<file path="src/hdl/cldsch_pkg.sv">
// Shared types and codes for the C-LOOK disk request scheduler.
package cldsch_pkg;

  // Request type codes on the input channel
  localparam logic REQ_ARRIVE = 1'b0;
  localparam logic REQ_DONE   = 1'b1;

  typedef enum logic [1:0] {
    ST_IDLE,
    ST_SCAN,
    ST_SHIFT,
    ST_RESULT
  } cldsch_state_t;

  // Control from the sequencer to the selection unit
  typedef struct packed {
    logic clear;
    logic sample;
  } pick_ctl_t;

endpackage

</file>
<file path="src/hdl/cldsch_ram.sv">
// Generic simple dual-port RAM with registered read.
module cldsch_ram #(
  parameter int WIDTH = 22,
  parameter int DEPTH = 16
) (
  input  logic                     clk,
  input  logic                     wr_en,
  input  logic [$clog2(DEPTH)-1:0] wr_addr,
  input  logic [WIDTH-1:0]         wr_data,
  input  logic [$clog2(DEPTH)-1:0] rd_addr,
  output logic [WIDTH-1:0]         rd_data
);

  logic [WIDTH-1:0] mem [DEPTH];

  always_ff @(posedge clk) begin
    if (wr_en) begin
      mem[wr_addr] <= wr_data;
    end
    rd_data <= mem[rd_addr];
  end

endmodule

</file>
<file path="src/hdl/cldsch_pick.sv">
// Selection unit: tracks same-cylinder, next-higher and lowest candidates over a slot scan.
module cldsch_pick
  import cldsch_pkg::*;
#(
  parameter int QUEUE_DEPTH   = 16,
  parameter int CYLINDER_BITS = 14,
  parameter int TAG_BITS      = 8,
  localparam int AW = $clog2(QUEUE_DEPTH)
) (
  input  logic                     clk,
  input  logic                     rst_n,
  input  pick_ctl_t                ctl,
  input  logic [CYLINDER_BITS-1:0] head,
  input  logic [AW-1:0]            smp_idx,
  input  logic [CYLINDER_BITS-1:0] smp_cyl,
  input  logic [TAG_BITS-1:0]      smp_tag,
  output logic [AW-1:0]            sel_idx,
  output logic [CYLINDER_BITS-1:0] sel_cyl,
  output logic [TAG_BITS-1:0]      sel_tag
);

  logic                     eq_found_r, up_found_r, low_found_r;
  logic [AW-1:0]            eq_idx_r, up_idx_r, low_idx_r;
  logic [TAG_BITS-1:0]      eq_tag_r, up_tag_r, low_tag_r;
  logic [CYLINDER_BITS-1:0] up_cyl_r, low_cyl_r;
  logic                     take_eq, take_up, take_low;

  // slots arrive oldest first, so strict compares keep the oldest on ties
  assign take_eq  = ctl.sample && !eq_found_r && (smp_cyl == head);
  assign take_up  = ctl.sample && (smp_cyl > head) && (!up_found_r || smp_cyl < up_cyl_r);
  assign take_low = ctl.sample && (!low_found_r || smp_cyl < low_cyl_r);

  always_ff @(posedge clk) begin
    if (!rst_n || ctl.clear) begin
      eq_found_r  <= 1'b0;
      up_found_r  <= 1'b0;
      low_found_r <= 1'b0;
    end else begin
      if (take_eq) begin
        eq_found_r <= 1'b1;
      end
      if (take_up) begin
        up_found_r <= 1'b1;
      end
      if (take_low) begin
        low_found_r <= 1'b1;
      end
    end
  end

  always_ff @(posedge clk) begin
    if (take_eq) begin
      eq_idx_r <= smp_idx;
      eq_tag_r <= smp_tag;
    end
    if (take_up) begin
      up_idx_r <= smp_idx;
      up_tag_r <= smp_tag;
      up_cyl_r <= smp_cyl;
    end
    if (take_low) begin
      low_idx_r <= smp_idx;
      low_tag_r <= smp_tag;
      low_cyl_r <= smp_cyl;
    end
  end

  always_comb begin
    if (eq_found_r) begin
      sel_idx = eq_idx_r;
      sel_cyl = head;
      sel_tag = eq_tag_r;
    end else if (up_found_r) begin
      sel_idx = up_idx_r;
      sel_cyl = up_cyl_r;
      sel_tag = up_tag_r;
    end else begin
      sel_idx = low_idx_r;
      sel_cyl = low_cyl_r;
      sel_tag = low_tag_r;
    end
  end

endmodule

</file>
<file path="src/hdl/circular_look_disk_request_scheduler_unit.sv">
// C-LOOK scheduler top level: sequencer, queue RAM, selection unit and result register.
// Flow: an arrival or an empty-queue done goes from accept through ST_RESULT into the
// output registers; a done choosing among queued requests runs the ST_SCAN slot scan,
// the ST_SHIFT compaction and the result load in ST_RESULT. in_stall stays high from
// accept to result load, so a new request is taken only once the last one is through.
// Reset: synchronous active-low rst_n clears head, busy flag, count and handshakes;
// queue RAM contents need no clearing.
module circular_look_disk_request_scheduler_unit
  import cldsch_pkg::*;
#(
  parameter int QUEUE_DEPTH   = 16,
  parameter int CYLINDER_BITS = 14,
  parameter int TAG_BITS      = 8,
  localparam int AW = $clog2(QUEUE_DEPTH),
  localparam int CW = $clog2(QUEUE_DEPTH + 1)
) (
  input  logic                     clk,
  input  logic                     rst_n,
  input  logic                     in_valid,
  output logic                     in_stall,
  input  logic                     in_req_type,
  input  logic [CYLINDER_BITS-1:0] in_cylinder,
  input  logic [TAG_BITS-1:0]      in_tag,
  output logic                     out_valid,
  input  logic                     out_stall,
  output logic                     out_grant_valid,
  output logic [CYLINDER_BITS-1:0] out_grant_cylinder,
  output logic [TAG_BITS-1:0]      out_grant_tag,
  output logic [CYLINDER_BITS-1:0] out_seek_distance,
  output logic                     out_dropped,
  output logic [CW-1:0]            out_waiting_count
);

  localparam int DW = CYLINDER_BITS + TAG_BITS;
  localparam logic [CW-1:0] DEPTH_CNT = CW'(QUEUE_DEPTH);

  cldsch_state_t state_r, state_nxt;

  logic [CYLINDER_BITS-1:0] head_r, head_nxt;
  logic                     busy_r, busy_nxt;
  logic [CW-1:0]            cnt_r, cnt_nxt;
  logic [CW-1:0]            iss_r, iss_nxt;
  logic                     pipe_vld_r, pipe_vld_nxt;
  logic [AW-1:0]            pipe_idx_r, pipe_idx_nxt;

  logic                     res_grant_r, res_grant_nxt;
  logic [CYLINDER_BITS-1:0] res_cyl_r, res_cyl_nxt;
  logic [TAG_BITS-1:0]      res_tag_r, res_tag_nxt;
  logic [CYLINDER_BITS-1:0] res_dist_r, res_dist_nxt;
  logic                     res_drop_r, res_drop_nxt;

  logic                     out_valid_r, out_valid_nxt;
  logic                     out_grant_r;
  logic [CYLINDER_BITS-1:0] out_cyl_r, out_dist_r;
  logic [TAG_BITS-1:0]      out_tag_r;
  logic                     out_drop_r;
  logic [CW-1:0]            out_cnt_r;

  logic                     in_acc, out_load, pipe_done;
  logic                     ram_wr_en;
  logic [AW-1:0]            ram_wr_addr, ram_rd_addr;
  logic [DW-1:0]            ram_wr_data, ram_rd_data;
  pick_ctl_t                pick_ctl;
  logic [AW-1:0]            sel_idx;
  logic [CYLINDER_BITS-1:0] sel_cyl, new_cyl, new_dist;
  logic [TAG_BITS-1:0]      sel_tag;

  assign in_stall  = (state_r != ST_IDLE);
  assign in_acc    = in_valid && !in_stall;
  assign out_load  = (state_r == ST_RESULT) && (!out_valid_r || !out_stall);
  assign pipe_done = (iss_r == cnt_r) && !pipe_vld_r;

  // head moves to either the arriving cylinder or the selected slot
  assign new_cyl  = (state_r == ST_SCAN) ? sel_cyl : in_cylinder;
  assign new_dist = (new_cyl > head_r) ? (new_cyl - head_r) : (head_r - new_cyl);

  cldsch_ram #(
    .WIDTH (DW),
    .DEPTH (QUEUE_DEPTH)
  ) u_ram (
    .clk     (clk),
    .wr_en   (ram_wr_en),
    .wr_addr (ram_wr_addr),
    .wr_data (ram_wr_data),
    .rd_addr (ram_rd_addr),
    .rd_data (ram_rd_data)
  );

  cldsch_pick #(
    .QUEUE_DEPTH   (QUEUE_DEPTH),
    .CYLINDER_BITS (CYLINDER_BITS),
    .TAG_BITS      (TAG_BITS)
  ) u_pick (
    .clk     (clk),
    .rst_n   (rst_n),
    .ctl     (pick_ctl),
    .head    (head_r),
    .smp_idx (pipe_idx_r),
    .smp_cyl (ram_rd_data[DW-1:TAG_BITS]),
    .smp_tag (ram_rd_data[TAG_BITS-1:0]),
    .sel_idx (sel_idx),
    .sel_cyl (sel_cyl),
    .sel_tag (sel_tag)
  );

  // next state
  always_comb begin
    state_nxt = state_r;
    case (state_r)
      ST_IDLE: begin
        if (in_acc) begin
          if (in_req_type == REQ_DONE && busy_r && cnt_r != '0) begin
            state_nxt = ST_SCAN;
          end else begin
            state_nxt = ST_RESULT;
          end
        end
      end
      ST_SCAN: begin
        if (pipe_done) begin
          state_nxt = ST_SHIFT;
        end
      end
      ST_SHIFT: begin
        if (pipe_done) begin
          state_nxt = ST_RESULT;
        end
      end
      ST_RESULT: begin
        if (out_load) begin
          state_nxt = ST_IDLE;
        end
      end
      default: state_nxt = ST_IDLE;
    endcase
  end

  // datapath and RAM control
  always_comb begin
    head_nxt      = head_r;
    busy_nxt      = busy_r;
    cnt_nxt       = cnt_r;
    iss_nxt       = iss_r;
    pipe_vld_nxt  = 1'b0;
    pipe_idx_nxt  = pipe_idx_r;
    res_grant_nxt = res_grant_r;
    res_cyl_nxt   = res_cyl_r;
    res_tag_nxt   = res_tag_r;
    res_dist_nxt  = res_dist_r;
    res_drop_nxt  = res_drop_r;
    ram_wr_en     = 1'b0;
    ram_wr_addr   = cnt_r[AW-1:0];
    ram_wr_data   = {in_cylinder, in_tag};
    ram_rd_addr   = iss_r[AW-1:0];
    pick_ctl      = '{clear: 1'b0, sample: 1'b0};

    case (state_r)
      ST_IDLE: begin
        if (in_acc) begin
          res_grant_nxt = 1'b0;
          res_cyl_nxt   = '0;
          res_tag_nxt   = '0;
          res_dist_nxt  = '0;
          res_drop_nxt  = 1'b0;
          if (in_req_type == REQ_ARRIVE) begin
            if (!busy_r) begin
              res_grant_nxt = 1'b1;
              res_cyl_nxt   = in_cylinder;
              res_tag_nxt   = in_tag;
              res_dist_nxt  = new_dist;
              head_nxt      = in_cylinder;
              busy_nxt      = 1'b1;
            end else if (cnt_r < DEPTH_CNT) begin
              ram_wr_en = 1'b1;
              cnt_nxt   = cnt_r + 1'b1;
            end else begin
              res_drop_nxt = 1'b1;
            end
          end else if (busy_r) begin
            if (cnt_r == '0) begin
              busy_nxt = 1'b0;
            end else begin
              iss_nxt        = '0;
              pick_ctl.clear = 1'b1;
            end
          end
        end
      end
      ST_SCAN: begin
        pick_ctl.sample = pipe_vld_r;
        if (iss_r < cnt_r) begin
          iss_nxt      = iss_r + 1'b1;
          pipe_vld_nxt = 1'b1;
          pipe_idx_nxt = iss_r[AW-1:0];
        end
        if (pipe_done) begin
          res_grant_nxt = 1'b1;
          res_cyl_nxt   = sel_cyl;
          res_tag_nxt   = sel_tag;
          res_dist_nxt  = new_dist;
          head_nxt      = sel_cyl;
          // compaction starts with the slot just above the pick
          iss_nxt       = CW'(sel_idx) + 1'b1;
        end
      end
      ST_SHIFT: begin
        if (iss_r < cnt_r) begin
          iss_nxt      = iss_r + 1'b1;
          pipe_vld_nxt = 1'b1;
          pipe_idx_nxt = iss_r[AW-1:0];
        end
        if (pipe_vld_r) begin
          ram_wr_en   = 1'b1;
          ram_wr_addr = pipe_idx_r - 1'b1;
          ram_wr_data = ram_rd_data;
        end
        if (pipe_done) begin
          cnt_nxt = cnt_r - 1'b1;
        end
      end
      ST_RESULT: begin
        pipe_vld_nxt = 1'b0;
      end
      default: begin
        pipe_vld_nxt = 1'b0;
      end
    endcase
  end

  always_comb begin
    if (out_load) begin
      out_valid_nxt = 1'b1;
    end else if (out_stall) begin
      out_valid_nxt = out_valid_r;
    end else begin
      out_valid_nxt = 1'b0;
    end
  end

  always_ff @(posedge clk) begin
    if (!rst_n) begin
      state_r     <= ST_IDLE;
      head_r      <= '0;
      busy_r      <= 1'b0;
      cnt_r       <= '0;
      pipe_vld_r  <= 1'b0;
      out_valid_r <= 1'b0;
    end else begin
      state_r     <= state_nxt;
      head_r      <= head_nxt;
      busy_r      <= busy_nxt;
      cnt_r       <= cnt_nxt;
      pipe_vld_r  <= pipe_vld_nxt;
      out_valid_r <= out_valid_nxt;
    end
  end

  always_ff @(posedge clk) begin
    iss_r       <= iss_nxt;
    pipe_idx_r  <= pipe_idx_nxt;
    res_grant_r <= res_grant_nxt;
    res_cyl_r   <= res_cyl_nxt;
    res_tag_r   <= res_tag_nxt;
    res_dist_r  <= res_dist_nxt;
    res_drop_r  <= res_drop_nxt;
    if (out_load) begin
      out_grant_r <= res_grant_r;
      out_cyl_r   <= res_cyl_r;
      out_tag_r   <= res_tag_r;
      out_dist_r  <= res_dist_r;
      out_drop_r  <= res_drop_r;
      out_cnt_r   <= cnt_r;
    end
  end

  assign out_valid          = out_valid_r;
  assign out_grant_valid    = out_grant_r;
  assign out_grant_cylinder = out_cyl_r;
  assign out_grant_tag      = out_tag_r;
  assign out_seek_distance  = out_dist_r;
  assign out_dropped        = out_drop_r;
  assign out_waiting_count  = out_cnt_r;

endmodule

</file>
<file path="config.mk">
export PLATFORM = sky130hd
export DESIGN_NAME = circular_look_disk_request_scheduler_unit
export DESIGN_NICKNAME = d
export VERILOG_FILES = /design/src/hdl/cldsch_pkg.sv /design/src/hdl/cldsch_ram.sv /design/src/hdl/cldsch_pick.sv /design/src/hdl/circular_look_disk_request_scheduler_unit.sv
export SDC_FILE = /design/constraint.sdc
export NUM_CORES = 1
export LEC_CHECK = 0
export BUFFER_PORTS_ARGS = -buffer_cell sky130_fd_sc_hd__buf_2
export CAP_MARGIN = 10
export CORE_MARGIN = 1
export CORE_UTILIZATION = 45
export DETAILED_ROUTE_END_ITERATION = 8
export PLACE_DENSITY_LB_ADDON = 0.25
export SLEW_MARGIN = 0
export SYNTH_ARGS = -nofsm -noshare
export SYNTH_HDL_FRONTEND = slang
export SYNTH_SLANG_ARGS = --single-unit
</file>
<file path="constraint.sdc">
create_clock -name clk -period 10 [get_ports clk]
set_input_delay 2 -clock clk [delete_from_list [all_inputs] [get_ports clk]]
set_output_delay 2 -clock clk [all_outputs]
set_load 0.05 [all_outputs]
</file>
== After elaboration in Yosys (flattened, before gate mapping) ==
Memories as Yosys holds them, arrays and structs flattened. A register that Yosys moved wholly into a read port is not among the register bits.
Index checks and enable logic that the tools add are counted.
Widths: inputs -> output; s select.

* Register bits after elaboration: 181
* Bits in writable memories: 352
* Input port bits: 27
* Output and inout bits: 45
* Word-level logic and storage cells: 174
* Memories kept: 1

{| class="wikitable"
|+ Memories
! name !! depth !! width !! rd ports !! clocked after Yosys merged registers in !! wr ports !! line !! text
|-
| u_ram.mem || 16 || 22 || 1 || 1 || 1 || cldsch_ram.sv:14 || <nowiki>logic [WIDTH-1:0] mem [DEPTH];</nowiki>
|}

* Add/subtract/negate cells: 7
* $lt $le $gt $ge: 6
* Equal/unequal tests: 16
* Multiplexer cells: 74
* Bitwise operators: 1
* Reduce and logical (&&, ||, !) cells: 39

{| class="wikitable"
|+ Operators with widths
! operator !! count
|-
| $mux 14 || 15
|-
| $pmux 14 s2 || 3
|-
| $mux 5 || 11
|-
| $mux 8 || 6
|-
| $mux 22 || 2
|-
| $gt 14x14->1 || 2
|-
| $lt 14x14->1 || 2
|-
| $sub 14x14->14 || 2
|-
| $mux 1 || 22
|-
| $ne 2x2->1 const B || 10
|-
| $mux 4 || 4
|-
| $pmux 8 s2 || 1
|-
| $pmux 5 s3 || 1
|-
| $eq 14x14->1 || 1
|-
| $add 5x1->5 const B || 2
|-
| $logic_and 1x1->1 || 10
|-
| $mux 2 || 5
|-
| $pmux 5 s2 || 1
|-
| $reduce_and 5->1 || 2
|-
| $logic_not 1->1 || 8
|-
| $pmux 2 s4 || 1
|-
| $reduce_and 2->1 || 3
|-
| $reduce_and 6->1 || 1
|-
| $reduce_bool 2->1 || 3
|-
| other kinds (19) || 25
|}

== Longest topological paths before layout ==
* Depth in word-level cells: 9
* Depth in mapped cells: 17
* Mapped depth without buffers: 15

== Modules after synthesis ==
A second synthesis with hierarchy kept.

* Cells, all modules: 1438
* Area total of the unflattened synthesis: 23620.2 um^2

{| class="wikitable"
|+ Modules (own cells, without submodules)
! module !! instances !! cells an instance !! area each (um^2) !! sequential area each (um^2)
|-
| cldsch_ram || 1 || 583 || 13822.0 || 11010.6
|-
| circular_look_disk_request_scheduler_unit || 1 || 550 || 6200.9 || 3183.1
|-
| cldsch_pick || 1 || 305 || 3597.2 || 1981.9
|}

== Worst setup path after synthesis ==
Ideal clock, no wire load.

* Path kind: input-to-reg
* Start: input out_stall
* End: register out_drop_r, in the netlist out_dropped, enable pin
* Setup time: 0.509 ns
* Arrival time: 5.165 ns
* Data required time: 9.491 ns
* Setup slack: 4.326 ns
* Stages on the path: 1
* Path buffers: 0
* Cells stage by stage: a21boi_0

* Longest elaborated chain between the ends: 3

{| class="wikitable"
|+ Ends and longest elaborated chain
! what !! line !! text
|-
| start, declared || circular_look_disk_request_scheduler_unit.sv:25 || <nowiki>input logic out_stall,</nowiki>
|-
| $logic_not 1->1 || circular_look_disk_request_scheduler_unit.sv:70 || <nowiki>assign out_load = (state_r == ST_RESULT) && (!out_valid_r || !out_stall);</nowiki>
|-
| $logic_or 1x1->1 || circular_look_disk_request_scheduler_unit.sv:70 ||
|-
| $logic_and 1x1->1 || circular_look_disk_request_scheduler_unit.sv:70 ||
|-
| end signal, assigned || circular_look_disk_request_scheduler_unit.sv:271 || <nowiki>out_drop_r <= res_drop_r;</nowiki>
|-
| end, declared || circular_look_disk_request_scheduler_unit.sv:56 || <nowiki>logic out_drop_r;</nowiki>
|}

No other way between the ends.
A chain may end at the register's enable or synchronous reset.

== Worst setup path in the final report ==
* Start: register state_r[1]
* End: register res_dist_r[7] (data pin)

* Longest elaborated chain between the ends: 8
* Elaborated cells on any way between the ends: 12
* Those cells by class: add/sub: 2; order compare: 1; eq/ne: 1; mux: 7; reduce/logical: 1

{| class="wikitable"
|+ Ends and longest elaborated chain
! what !! line !! text
|-
| start, declared || circular_look_disk_request_scheduler_unit.sv:37 || <nowiki>cldsch_state_t state_r, state_nxt;</nowiki>
|-
| start signal, assigned || circular_look_disk_request_scheduler_unit.sv:249 || <nowiki>state_r <= state_nxt;</nowiki>
|-
| $eq 2x1->1 || circular_look_disk_request_scheduler_unit.sv:74, circular_look_disk_request_scheduler_unit.sv:157 ||
|-
| $mux 14 || circular_look_disk_request_scheduler_unit.sv:74 || <nowiki>assign new_cyl = (state_r == ST_SCAN) ? sel_cyl : in_cylinder;</nowiki>
|-
| $sub 14x14->14 or $gt 14x14->1 (tied branches) || circular_look_disk_request_scheduler_unit.sv:75 || <nowiki>assign new_dist = (new_cyl > head_r) ? (new_cyl - head_r) : (head_r - new_cyl);</nowiki>
|-
| $mux 14 || circular_look_disk_request_scheduler_unit.sv:75 ||
|-
| $mux 14 || circular_look_disk_request_scheduler_unit.sv:166 || <nowiki>if (!busy_r) begin</nowiki>
|-
| $mux 14 || circular_look_disk_request_scheduler_unit.sv:165 || <nowiki>if (in_req_type == REQ_ARRIVE) begin</nowiki>
|-
| $mux 14 || circular_look_disk_request_scheduler_unit.sv:159 || <nowiki>if (in_acc) begin</nowiki>
|-
| $pmux 14 s2 * || circular_look_disk_request_scheduler_unit.sv:157 || <nowiki>case (state_r)</nowiki>
|-
| named net res_dist_nxt[7] || circular_look_disk_request_scheduler_unit.sv:49 || <nowiki>logic [CYLINDER_BITS-1:0] res_dist_r, res_dist_nxt;</nowiki>
|-
| end signal, assigned || circular_look_disk_request_scheduler_unit.sv:264 || <nowiki>res_dist_r <= res_dist_nxt;</nowiki>
|-
| end, declared || circular_look_disk_request_scheduler_unit.sv:49 ||
|}

Mark *: on every way through the listed nets, which the timed path passes. The rest lies on a longest branch. The select of a mux whose other input is x is not followed.

==> out/summary.md <==
### Outcome
• completed — run status

### Worst setup path
• 10.30 ns — Critical Path RT
• reg -> reg — WS Path Type
• 5.31 ns — worst setup slack for register-to-register paths
• 4.99 ns — critical path arrival
• flip-flop — CP Launch Type
• flip-flop — category of the worst setup path capture point
• 24 — largest fanout of any net on the critical path

### Yosys
• 1,417 — synthesized instance count
• 0% — share of async-settable or async-resettable flops after synthesis
• 23,600 um^2 — post-synthesis instance area
• 0 — Yosys warning total
• 16.7 um^2 — syn_area_per_cell
• sky130_fd_sc_hd__edfxtp_1 — Synth Flop Type
• 555 — flip-flop and latch count after synthesis
• 64 — distinct cell type count after synthesis
• 1,533 — Post-Syn Nets
• sky130_fd_sc_hd__edfxtp_1 (506), sky130_fd_sc_hd__nand2_1 (112), sky130_fd_sc_hd__mux4_2 (110), sky130_fd_sc_hd__ha_1 (86), sky130_fd_sc_hd__inv_1 (85) — Commonest cells post-synth
• sky130_fd_sc_hd__edfxtp_1 (64%), sky130_fd_sc_hd__mux4_2 (10%), sky130_fd_sc_hd__ha_1 (4.6%) — ranking of synthesized cells by area
• sky130_fd_sc_hd__edfxtp_1 — library cell with the highest instance count after synthesis
• 506 — number of enable flip-flop cells after synthesis
• 64.3% — Synth top area share
• sky130_fd_sc_hd__edfxtp_1 — library cell with the largest summed area after synthesis
• 68.5% — sequential fraction of the synthesis area

### Floorplanning
• 53,400 um^2 — Die Outline Area
• 231 um — Die Span Y
• 231 um — Die Span X
• 51,600 um^2 — area of the core
• 45.7% — Initial Util
• 72 — total I/O pin count
• 83 — row count

### Global route
• 0 — final global-route overflow total
• 19.9% — Total Routing Usage GR
• 78,000 um — first-pass GRT wire length
• 12,550 — number of global-route vias before repair
• 1 — number of antenna violations at the first check in global routing
• 94 — largest net degree at the start of global routing

### Timing
• no — unrepaired setup endpoints after global routing
• 46.9% — ratio of final minimum period to clock period
• 1.01 ns — worst-margin pin slew
• 0 ns — Fin Setup TNS
• 0 — final-report setup violation count
• 5.31 ns — Worst Slack Setup Final
• 0.0159 ns — setup skew after layout
• 0 — hold violation total from the final report
• 32.8% — relative max-transition margin
• 0.414 ns — worst slack on hold paths
• 0 — Max Slew Vio Count
• 213 MHz — Fmax
• 4.69 ns — final critical delay including setup and external delays

### Final layout
• 2,246 — post-route non-filler standard cell count
• 13.2% — Area growth, synth to finish
• 22.1% — share of final-layout standard cells stronger than drive strength 1
• 1,636 — Post-layout nets

### Route
• 1,072 — number of violations reported at the end of detailed-routing iteration 0
• 12,485 — vias
• 5.56 — vias per inst
• 52,000 um — drt total wl
• 0 — count of unresolved DRC violations after routing
• 0 — residual antenna-violating net count after detailed routing
• 6 — length of the first detailed-routing pass in iterations
• 23.2 um — average wire length per cell after detail routing

### CTS
• 54 — total clock buffers created by CTS
• 0.59 ns — insertion delay to the later sink of the worst-skew pair
• built — clock tree from TritonCTS
• 2 — number of levels in the clock H-tree
• 3 — CTS max path bufs
• 555 — Num Clock Sinks
• sky130_fd_sc_hd__clkbuf_16 — buffer type at the clock tree root
• 0 — buffer count from post-CTS setup fixing
• 0.06 ns — post-CTS clock slew at the launch and capture registers of the worst setup and hold paths
• 0 — CTS hold repair buffers
• 0 — count of cells resized by post-cts repair

### Placed design
• 71 — number of buffers added on ports
• 30,500 um — sum of net half-perimeters after detailed placement
• 2,144 — # placed instances
• 0.872 — final RePlAce weighted congestion
• 4.77 ns — worst-case setup slack after placement

### Hold path
• reg -> reg — kind of path behind the tightest hold check

### Job
• 0 — Max Cap Viol

### Power
• 0.000166 V — largest voltage drop on the vdd net
• 275 nW/um^2 — power per unit of standard cell area
• 9.45 nW — static leakage

[worst paths after layout]
kind	from	end	depth (start not counted)
max	state_r[1]	res_dist_r[7]	14
min	res_cyl_r[5]	out_grant_cylinder[5]	0
max reg2reg	state_r[1]	res_dist_r[7]	14
min reg2reg	res_cyl_r[5]	out_grant_cylinder[5]	0
[area by class of cell]
type / count / area [um^2]
inverter: 85 / 319
fill: 4135 / 24900
sequential: 555 / 16200
tap: 680 / 851
clock inverter: 31 / 352
timing repair buffer: 102 / 601
multi-input combinational: 722 / 6970
clock buffer: 70 / 1460
antenna: 1 / 2.50
[state kept, by name (all words and copies together), names as in the netlist, 2 cells and up]
signal / cells
res_cyl_r: 14
res_dist_r: 14
cnt_r: 5
u_pick.low_idx_r: 4
state_r: 2
u_pick.eq_idx_r: 4
u_pick.up_tag_r: 8
out_seek_distance: 14
u_pick.up_idx_r: 4
out_grant_cylinder: 14
u_ram.mem: 352
u_pick.low_tag_r: 8
u_ram.rd_data: 22
iss_r: 5
out_grant_tag: 8
out_waiting_count: 5
u_pick.up_cyl_r: 14
u_pick.eq_tag_r: 8
pipe_idx_r: 4
res_tag_r: 8
head_r: 14
u_pick.low_cyl_r: 14
[cell usage in the layout (no fill, tap or decap), types with 6 or more instances in the layout]
cell                          n
sky130_fd_sc_hd__inv_1       85
sky130_fd_sc_hd__mux4_2     110
sky130_fd_sc_hd__o21bai_1     6
sky130_fd_sc_hd__bufinv_16    8
sky130_fd_sc_hd__o211a_1     14
sky130_fd_sc_hd__xor2_1      10
sky130_fd_sc_hd__nor2_2      16
sky130_fd_sc_hd__and3_1       6
sky130_fd_sc_hd__ha_1        86
sky130_fd_sc_hd__and2_1       9
sky130_fd_sc_hd__clkinv_1    11
sky130_fd_sc_hd__o21ai_1     14
sky130_fd_sc_hd__o21a_1       7
sky130_fd_sc_hd__mux2i_1     40
sky130_fd_sc_hd__xnor2_1     12
sky130_fd_sc_hd__a21oi_1     46
sky130_fd_sc_hd__o21ai_0     44
sky130_fd_sc_hd__nand4_1      9
sky130_fd_sc_hd__clkinv_2     9
sky130_fd_sc_hd__clkbuf_16   55
sky130_fd_sc_hd__edfxtp_1   506
sky130_fd_sc_hd__nor2b_1      7
sky130_fd_sc_hd__a21o_1      18
sky130_fd_sc_hd__buf_4       30
sky130_fd_sc_hd__dfxtp_1     47
sky130_fd_sc_hd__nand2_1    112
sky130_fd_sc_hd__clkbuf_1    12
sky130_fd_sc_hd__a21boi_0    16
sky130_fd_sc_hd__nor2_1      43
sky130_fd_sc_hd__nand2b_1     6
sky130_fd_sc_hd__mux2_2      21
sky130_fd_sc_hd__buf_2       71
[report_power, final]
group	internal, mW	leakage, nW	switching (mW)	total (mW)
Clock	1.24	0.888	0.840	2.08
Combinational	0.916	3.56	1.27	2.18
Sequential	2.92	5.00	0.182	3.10
[per-layer routing]
| layer | up-vias | GRT usage [%] | part of all wire, % |
|---|---|---|---|
| met2 | 316 | 33.8 | 50 |
| met1 | 6404 | 26.8 | 43 |
| met3 | 73 | 2.89 | 4.7 |
| met4 | 0 | 5.09 | 2.0 |
| met5 | - | 0 | 0 |
| li1 | 5692 | - | - |
[cells by family (layout without fill, tap and decap cells)]
kind of cell | Yosys count | count (layout) | share of synthesized area (%)
AOI/OAI and AO/OA | 208 | 208 | 5.79
muxes | 171 | 171 | 13.2
xor gates and xnor gates | 22 | 22 | 0.816
other | 0 | 1 | 0
DFF | 555 | 555 | 68.5
and+or+nand+nor | 232 | 232 | 4.48
adders and majority gates | 89 | 89 | 4.81
buffers and inverters | 140 | 288 | 2.41
[critical path: stages, from the launching register on]
cell and delay [ns]:
sky130_fd_sc_hd__dfxtp_1 0.34, sky130_fd_sc_hd__inv_1 0.11, sky130_fd_sc_hd__ha_1 0.15, sky130_fd_sc_hd__buf_4 0.31, sky130_fd_sc_hd__inv_1 0.49, sky130_fd_sc_hd__a21boi_0 0.85
sky130_fd_sc_hd__inv_1 0.16, sky130_fd_sc_hd__ha_1 0.34, sky130_fd_sc_hd__nand2_1 0.16, sky130_fd_sc_hd__nor4_4 0.07, sky130_fd_sc_hd__or2_1 0.22, sky130_fd_sc_hd__o22ai_2 0.66
sky130_fd_sc_hd__mux2i_1 0.30, sky130_fd_sc_hd__xor2_1 0.16, sky130_fd_sc_hd__nor2_1 0.05
[stage by stage]
stage / utilization [%] / power, mW / area [um^2]
6_report: 51.8 / 7.36 / 26700
5_1_grt: 51.8 / 7.74 / 26700
4_1_cts: 51.8 / 7.43 / 26700
3_5_place_dp: 48.3 / 5.35 / 24900
3_3_place_gp: 48.3 / 5.32 / 24900
2_1_floorplan: - / 4.77 / 23600
Note: power is estimated with default switching activity, not from simulation.
